[src/rtl/cdq_pkg.sv]
// Shared types and constants for the circular double-ended queue.
package cdq_pkg;

    localparam int DATA_W = 32;
    localparam int DEFAULT_DEPTH = 8;
    localparam int OCC_W = 4;

    typedef enum logic [1:0] {
        KIND_PUSH_FRONT = 2'd0,
        KIND_PUSH_REAR  = 2'd1,
        KIND_POP_FRONT  = 2'd2,
        KIND_POP_REAR   = 2'd3
    } kind_t;

    typedef enum logic [1:0] {
        STATUS_DONE  = 2'd0,
        STATUS_FULL  = 2'd1,
        STATUS_EMPTY = 2'd2
    } status_t;

    typedef struct packed {
        logic  fire;
        kind_t op;
    } cmd_t;

endpackage

[src/rtl/circular_double_ended_queue.sv]
// Top level of the double-ended queue built as a chain of shifting storage cells.
// The queue holds up to DEPTH signed 32-bit words, front word always in the first cell.
// Each beat on the input channel carries one operation (push front, push rear, pop front,
// pop rear) and produces exactly one registered result beat, giving the popped word,
// a status (done, rejected because full, rejected because empty) and the occupancy after
// the operation, reported in 4 bits. One operation is taken every cycle: all cells update
// together in the cycle of acceptance, and the single output register stalls the input
// only while a result is held back by out_stall. There is no clearing pass after reset.
module circular_double_ended_queue #(
    parameter int DEPTH = cdq_pkg::DEFAULT_DEPTH
) (
    input  logic                              clk,
    input  logic                              rst_n,
    input  logic                              in_valid,
    output logic                              in_stall,
    input  logic [1:0]                        kind,
    input  logic signed [cdq_pkg::DATA_W-1:0] push_value,
    output logic                              out_valid,
    input  logic                              out_stall,
    output logic signed [cdq_pkg::DATA_W-1:0] popped_value,
    output logic [1:0]                        status,
    output logic [cdq_pkg::OCC_W-1:0]         occupancy
);

    localparam int CNT_W = $clog2(DEPTH + 1);

    logic signed [cdq_pkg::DATA_W-1:0] cell_data [DEPTH];
    logic signed [cdq_pkg::DATA_W-1:0] cell_tap  [DEPTH];
    logic [DEPTH-1:0]                  cell_occ;
    logic signed [cdq_pkg::DATA_W-1:0] rear_word;

    cdq_pkg::kind_t  op;
    cdq_pkg::cmd_t   cmd;
    cdq_pkg::status_t status_next;
    logic            accept;
    logic            full;
    logic            empty;
    logic            is_push;

    logic [CNT_W-1:0]                  count_reg;
    logic [CNT_W-1:0]                  count_next;
    logic                              out_valid_reg;
    logic                              out_valid_next;
    logic signed [cdq_pkg::DATA_W-1:0] popped_value_reg;
    logic signed [cdq_pkg::DATA_W-1:0] popped_value_next;
    cdq_pkg::status_t                  status_reg;
    logic [cdq_pkg::OCC_W-1:0]         occupancy_reg;

    assign op       = cdq_pkg::kind_t'(kind);
    assign in_stall = out_valid_reg && out_stall;
    assign accept   = in_valid && !in_stall;
    assign full     = cell_occ[DEPTH-1];
    assign empty    = !cell_occ[0];
    assign is_push  = (op == cdq_pkg::KIND_PUSH_FRONT) || (op == cdq_pkg::KIND_PUSH_REAR);

    always_comb
    begin
        status_next       = cdq_pkg::STATUS_DONE;
        popped_value_next = '0;
        count_next        = count_reg;
        if (is_push)
        begin
            if (full)
            begin
                status_next = cdq_pkg::STATUS_FULL;
            end
            else
            begin
                count_next = count_reg + 1'b1;
            end
        end
        else
        begin
            if (empty)
            begin
                status_next = cdq_pkg::STATUS_EMPTY;
            end
            else
            begin
                count_next        = count_reg - 1'b1;
                popped_value_next = (op == cdq_pkg::KIND_POP_FRONT) ? cell_data[0] : rear_word;
            end
        end
    end

    assign cmd.fire = accept && (status_next == cdq_pkg::STATUS_DONE);
    assign cmd.op   = op;

    always_comb
    begin
        rear_word = '0;
        for (int i = 0; i < DEPTH; i++)
        begin
            rear_word = rear_word | cell_tap[i];
        end
    end

    for (genvar i = 0; i < DEPTH; i++)
    begin : g_cell
        logic signed [cdq_pkg::DATA_W-1:0] prev_data;
        logic                              prev_occ;
        logic signed [cdq_pkg::DATA_W-1:0] next_data;
        logic                              next_occ;

        if (i == 0)
        begin : g_first
            assign prev_data = push_value;
            assign prev_occ  = 1'b1;
        end
        else
        begin : g_mid
            assign prev_data = cell_data[i-1];
            assign prev_occ  = cell_occ[i-1];
        end

        if (i == DEPTH - 1)
        begin : g_last
            assign next_data = '0;
            assign next_occ  = 1'b0;
        end
        else
        begin : g_inner
            assign next_data = cell_data[i+1];
            assign next_occ  = cell_occ[i+1];
        end

        cdq_cell u_cell (
            .clk        (clk),
            .rst_n      (rst_n),
            .cmd        (cmd),
            .push_value (push_value),
            .prev_data  (prev_data),
            .prev_occ   (prev_occ),
            .next_data  (next_data),
            .next_occ   (next_occ),
            .data       (cell_data[i]),
            .occ        (cell_occ[i]),
            .rear_tap   (cell_tap[i])
        );
    end

    assign out_valid_next = accept ? 1'b1 : in_stall;

    always_ff @(posedge clk or negedge rst_n)
    begin
        if (!rst_n)
        begin
            count_reg     <= '0;
            out_valid_reg <= 1'b0;
        end
        else
        begin
            if (cmd.fire)
            begin
                count_reg <= count_next;
            end
            out_valid_reg <= out_valid_next;
        end
    end

    always_ff @(posedge clk)
    begin
        if (accept)
        begin
            popped_value_reg <= popped_value_next;
            status_reg       <= status_next;
            occupancy_reg    <= cdq_pkg::OCC_W'(count_next);
        end
    end

    assign out_valid    = out_valid_reg;
    assign popped_value = popped_value_reg;
    assign status       = status_reg;
    assign occupancy    = occupancy_reg;

endmodule

[src/rtl/cdq_cell.sv]
// One storage cell of the queue's shift chain, holding a word and its occupied flag.
module cdq_cell (
    input  logic                            clk,
    input  logic                            rst_n,
    input  cdq_pkg::cmd_t                   cmd,
    input  logic signed [cdq_pkg::DATA_W-1:0] push_value,
    input  logic signed [cdq_pkg::DATA_W-1:0] prev_data,
    input  logic                            prev_occ,
    input  logic signed [cdq_pkg::DATA_W-1:0] next_data,
    input  logic                            next_occ,
    output logic signed [cdq_pkg::DATA_W-1:0] data,
    output logic                            occ,
    output logic signed [cdq_pkg::DATA_W-1:0] rear_tap
);

    logic signed [cdq_pkg::DATA_W-1:0] data_reg;
    logic signed [cdq_pkg::DATA_W-1:0] data_next;
    logic                              occ_reg;
    logic                              occ_next;
    logic                              is_rear;

    assign is_rear = occ_reg && !next_occ;

    always_comb
    begin
        data_next = data_reg;
        occ_next  = occ_reg;
        if (cmd.fire)
        begin
            unique case (cmd.op)
                cdq_pkg::KIND_PUSH_FRONT:
                begin
                    data_next = prev_data;
                    occ_next  = prev_occ;
                end
                cdq_pkg::KIND_PUSH_REAR:
                begin
                    if (!occ_reg && prev_occ)
                    begin
                        data_next = push_value;
                        occ_next  = 1'b1;
                    end
                end
                cdq_pkg::KIND_POP_FRONT:
                begin
                    data_next = next_data;
                    occ_next  = next_occ;
                end
                cdq_pkg::KIND_POP_REAR:
                begin
                    if (is_rear)
                    begin
                        occ_next = 1'b0;
                    end
                end
                default:
                begin
                    occ_next = occ_reg;
                end
            endcase
        end
    end

    always_ff @(posedge clk or negedge rst_n)
    begin
        if (!rst_n)
        begin
            occ_reg <= 1'b0;
        end
        else
        begin
            occ_reg <= occ_next;
        end
    end

    always_ff @(posedge clk)
    begin
        data_reg <= data_next;
    end

    assign data     = data_reg;
    assign occ      = occ_reg;
    assign rear_tap = is_rear ? data_reg : '0;

endmodule

[config.mk]
export PLATFORM = sky130hd
export DESIGN_NAME = circular_double_ended_queue
export DESIGN_NICKNAME = d
export VERILOG_FILES = /design/src/rtl/cdq_pkg.sv /design/src/rtl/circular_double_ended_queue.sv /design/src/rtl/cdq_cell.sv
export SDC_FILE = /design/constraint.sdc
export NUM_CORES = 1
export LEC_CHECK = 0
export ABC_AREA = 1
export BUFFER_PORTS_ARGS = -buffer_cell sky130_fd_sc_hd__buf_2
export CORE_MARGIN = 8
export CORE_UTILIZATION = 38
export CTS_CLUSTER_DIAMETER = 50
export DETAILED_ROUTE_END_ITERATION = 10
export PLACE_DENSITY = 0.58
export SYNTH_ARGS = -nofsm -noshare
export SYNTH_HDL_FRONTEND = slang
export SYNTH_HIERARCHICAL = 1
export SYNTH_SLANG_ARGS = --single-unit
[constraint.sdc]
create_clock -name clk -period 8.79 [get_ports clk]
set_input_delay 0 -clock clk [delete_from_list [all_inputs] [get_ports clk]]
set_output_delay 0 -clock clk [all_outputs]
set_load 0.02 [all_outputs]
Yosys cells after proc, flatten, opt, wreduce, memory -nomap -nowiden
Index checks and enable logic that the tools add are counted.
- output and inout port bits: 40
- register bits: 307
- logic and storage cells: 144
- eq/ne operators: 18
- add/sub/neg operators: 2
- bitwise logic cells: 8
- reduce and logical (&&, ||, !) cells: 41
- mux-type cells: 54
- operators by type and width (cell ; number):
    $pmux 32 s3 ; 8
    $mux 32 ; 17
    $or 32x32->32 ; 7
    $reduce_and 3->1 ; 14
    $ne 2x1->1 const B ; 14
    $pmux 1 s4 ; 6
    $mux 1 ; 16
    $mux 4 ; 3
    $logic_and 1x1->1 ; 10
    $logic_not 1->1 ; 8
    $pmux 1 s3 ; 2
    $reduce_or 2->1 ; 3
    $add 4x1->4 const B ; 1
    $eq 2x2->1 const B ; 2
    $logic_not 2->1 ; 2
    $mux 2 ; 2
    $reduce_and 2->1 ; 2
    $sub 4x1->4 const B ; 1
    $reduce_bool 3->1 ; 1
    $eq 2x1->1 const B ; 1
    $ne 2x2->1 const B ; 1
    $logic_or 1x1->1 ; 1
    $not 1->1 ; 1

Depth between registers and ports, before layout
- word-level depth: 11
- mapped depth: 8
- gate-level depth less buffers: 8

Hierarchy
The synthesis kept the hierarchy.
- modules (own cells, without submodules) (module ; sequential area each (um^2) ; instances ; cells an instance ; area an instance (um^2)):
    cdq_cell (g_cell[2].u_cell ...) ; 985.9 ; 6 ; 269 ; 2328.5
    circular_double_ended_queue ; 1266.2 ; 1 ; 335 ; 2600.0
    cdq_cell (g_cell[1].u_cell) ; 985.9 ; 1 ; 269 ; 2336.0
    cdq_cell (g_cell[0].u_cell) ; 985.9 ; 1 ; 269 ; 2326.0

Least setup slack after synthesis
OpenSTA, ideal clock, no wires.
- kind: register to register
- start point: register out_valid_reg, in the netlist out_valid
- end point: register g_cell[0].u_cell.data_reg (netlist bit g_cell[0].u_cell/data[0]), enable pin
- slack: 5.915 ns
- stages on the path, launching flop included: 6
- data required time: 8.369 ns
- arrival: 2.454 ns
- setup time: 0.421 ns
- buffers on the path: 0
- path through: dfrtp_1 -> nand2_1 -> nand2_1 -> nor2_4 -> nand2_1 -> nor2_1
- RTL lines (item ; RTL line ; text):
    start: declaration ; circular_double_ended_queue.sv:42 ; logic out_valid_reg;
    start signal: assignment ; circular_double_ended_queue.sv:157 ; out_valid_reg <= out_valid_next;
    end signal: assignment ; cdq_cell.sv:78 ; data_reg <= data_next;
    end: declaration ; cdq_cell.sv:16 ; logic signed [cdq_pkg::DATA_W-1:0] data_reg;

==> results.md <==
- Most common cell after layout, fill and taps aside: sky130_fd_sc_hd__nor2_1
- Die outline height: 252 um
- Count of inserted antenna diode cells: 0
- Arr. time, crit path: 2960 ps
- Global routing usage summed across all routing layers: 21.3%
- Number of DRC violations after detailed routing: 0
- Critical path's slowest cell: sky130_fd_sc_hd__nor2_4
- Top routing layer in use: met4
- Number of antenna violations at the first check in global routing: 0
- Sequential area share after synthesis: 43.1%
- Post-Syn Area per Cell: 8.54 sq um
- Type of the most critical hold path: in2reg
- Final core utilization: 43.1%
- Largest net degree at the start of global routing: 73
- Final hold slack: 120 ps
- TritonCTS clock tree: yes
- Data required, critical path: 8960 ps
- Final worst-path cycle share: 31.8%
- Vias: 17300
- Total wire length after detailed routing: 68.8 mm
- Metal2 WL: 32.7 mm
- Relative slew slack: 13.3%
- Synth Instances: 2487
- Later-pin clock latency in the skew report: 590 ps
- Largest area contributor in the netlist: sky130_fd_sc_hd__edfxtp_1
- Endpoints failing hold: 0
- Largest clock skew in the final design: 23.8 ps
- Lkg Pwr: 0.00958 uW
- Fmax: 0.358 GHz
- Overall die area: 63700 sq um
- Worst slew pin tran: 1300 ps
- Remaining Overflow, GRT: 0
- Placeable Area: 55200 sq um
- Sink count of the clock tree: 307
- Count of routing violations after the opening detailed-route iteration: 1668
- Post-synth cell types: 28
- Number of placement rows: 86
- Number of global-route vias before repair: 17400
- Run status: completed
- Final Power: 5700 uW
- Total standard cell area after synthesis: 21200 sq um
- Router iterations before antenna repair: 6
- Critical Setup Path Class: reg2reg
- Synthesized flop and latch total: 307
- Clock period minus worst slack: 2790 ps
- Flip-flop count of the largest register, all copies and words added: 256
- Die extent in x: 252 um
- Maximum number of buffers from clock root to sink: 3
- HPWL after detailed placement: 38.9 mm
- Routed length per instance: 20.5 um
- Count of buffer and inverter cells on the critical path: 0
- Comb power frac: 29.9%
- Root cell of the clock tree: sky130_fd_sc_hd__clkbuf_16
- CTS resizes: 0
- Crit Path Max Fanout: 32
- Sum Neg Setup Slack: 0 ps
- First-pass GRT wire length: 105 mm
- Clk slew on worst S/H paths: 60 ps
- Port Buf Inserts: 77
- Net switching power: 2090 uW
- Synthesis Warnings: 6
- Critical path cell sequence: nand2_1 > o21ai_2 > nor2_4 > nand2_1 > nor2_4
- Unrepaired setup endpoints after global routing: false
- Dominant delay contributor by cell family on the critical path: simple AND/OR/NAND/NOR gates
- Share of total power in sequential cells: 35.2%
- Gp weighted congestion: 0.807
- Fillers: 5386
- Met1 WL: 29.1 mm
- Synth top area share: 41.6%
- Post-DR vias/cell: 5.16
- Leading post-synthesis cells by cell area: sky130_fd_sc_hd__edfxtp_1 42%, sky130_fd_sc_hd__a21oi_2 20%, sky130_fd_sc_hd__nor2_1 11%, sky130_fd_sc_hd__nand2_1 6.6%, sky130_fd_sc_hd__inv_1 5.6%
- Top library cells by usage in the layout, fill and taps aside: 629 x sky130_fd_sc_hd__nor2_1, 480 x sky130_fd_sc_hd__a21oi_2, 372 x sky130_fd_sc_hd__nand2_1
- Number of placed I/O pins: 78
- Routed wl met3: 5.59 mm
- Fraction of power spent switching nets: 36.6%
- Max-slew violation count: 0
- Fraction of layout instances using a drive strength above 1: 26.9%
- Number of buffers created by CTS: 45
- H-Tree Level Count: 2
- PwrDens: 240 nW/um^2
- Max capacitance violation total: 0
- Maximum vdd ir drop: 0.158 mV
- Total of endpoints with negative setup slack in the final report: 0
- Post-route antenna net violation count: 0
- Internal power: 3610 uW
- Clock network fraction of design power: 35.0%
- Effective utilization at floorplan: 38.5%
- CP peak stage delay: 1000 ps
- Kind of capture point of the worst setup path: flop
- Final #Nets: 2663
- Area added between synthesis and finish: 11.9%
- Worst Setup Start Kind: flop
[cells by family after synthesis]
kind of cell | after synthesis | synth area share [%]
buf+inv | 472 | 11.9
compound gates | 591 | 22.6
flops | 307 | 43.1
simple gates | 1065 | 19.5
other cells | 2 | 0.0354
fa+ha+maj | 50 | 2.95
[cells in the mapped netlist]
| cell type | n |
|---|---|
| sky130_fd_sc_hd__a21oi_1 | 64 |
| sky130_fd_sc_hd__a21oi_2 | 480 |
| sky130_fd_sc_hd__a22oi_1 | 8 |
| sky130_fd_sc_hd__and2_1 | 1 |
| sky130_fd_sc_hd__buf_2 | 51 |
| sky130_fd_sc_hd__buf_4 | 10 |
| sky130_fd_sc_hd__buf_6 | 80 |
| sky130_fd_sc_hd__buf_8 | 1 |
| sky130_fd_sc_hd__clkbuf_1 | 3 |
| sky130_fd_sc_hd__conb_1 | 2 |
| sky130_fd_sc_hd__dfrtp_1 | 13 |
| sky130_fd_sc_hd__edfxtp_1 | 294 |
| sky130_fd_sc_hd__ha_1 | 50 |
| sky130_fd_sc_hd__inv_1 | 318 |
| sky130_fd_sc_hd__inv_2 | 1 |
| sky130_fd_sc_hd__inv_6 | 8 |
| sky130_fd_sc_hd__nand2_1 | 372 |
| sky130_fd_sc_hd__nand2_2 | 7 |
| sky130_fd_sc_hd__nand3_1 | 13 |
| sky130_fd_sc_hd__nor2_1 | 637 |
| sky130_fd_sc_hd__nor2_4 | 2 |
| sky130_fd_sc_hd__nor4_1 | 32 |
| sky130_fd_sc_hd__o211ai_1 | 1 |
| sky130_fd_sc_hd__o21ai_0 | 35 |
| sky130_fd_sc_hd__o21ai_2 | 1 |
| sky130_fd_sc_hd__o21bai_1 | 1 |
| sky130_fd_sc_hd__o22ai_1 | 1 |
| sky130_fd_sc_hd__or2_2 | 1 |
[worst min-delay path, delay by kind of cell]
family	cells	cell delay, ps
simple gates	2	110
compound gates	1	90
buf+inv	2	260
fa+ha+maj	1	200
[path summary, 6_finish.rpt]
kind	startpoint	end	slack [ps]	cells past startpoint
max	g_cell[7].u_cell/occ	g_cell[1].u_cell/data[8]	6000	5
min	kind[0]	g_cell[3].u_cell/occ	120	6
max reg2reg	g_cell[7].u_cell/occ	g_cell[1].u_cell/data[8]	6000	5
min reg2reg	count_reg[3]	count_reg[3]	510	2
max in group asynchronous	rst_n	count_reg[2]	7850	3
min in group asynchronous	rst_n	count_reg[0]	520	3
[layout make-up]
cell class / instances / area, sq um / area share (%)
Clock buffer: 52 / 1190 / 5.03
Timing Repair Buffer: 152 / 1040 / 4.38
Sequential cell: 307 / 9150 / 38.5
Multi-Input combinational cell: 1742 / 9760 / 41.1
Tap cell: 748 / 936 / 3.94
Inverter: 327 / 1270 / 5.33
Clock inverter: 30 / 414 / 1.74
[power groups by stage]
| stage | clock [uW] | combinational (uW) | sequential [uW] |
|---|---|---|---|
| floorplan | 0 | 1170 | 2020 |
| global placement | 0 | 1640 | 2030 |
| detailed placement | 0 | 1670 | 2030 |
| CTS | 2030 | 1690 | 2000 |
| global route | 2080 | 1860 | 2030 |
| finish | 1990 | 1700 | 2000 |
[what timing repair did]
action	CTS	global route
buffers inserted	0	0
hold buffers	37	0
hold endpoints to repair	271	0
[per-stage QoR]
stage,worst slack (ps),cell area [sq um],instances
CTS,5990,23800,3358
global placement,5740,21800,3239
detailed placement,5670,21800,3239
floorplan,5910,21400,2521
finish,6000,23800,3358
global route,5920,23800,3358
[per-layer routing]
metal / up-vias / track usage (%)
met1: 8295 / 27.8
met4: 0 / 6.94
met2: 756 / 35.7
met3: 106 / 3.39
li1: 8177 / -
met5: - / 0
No activity file was read; power rests on OpenSTA's default activity.
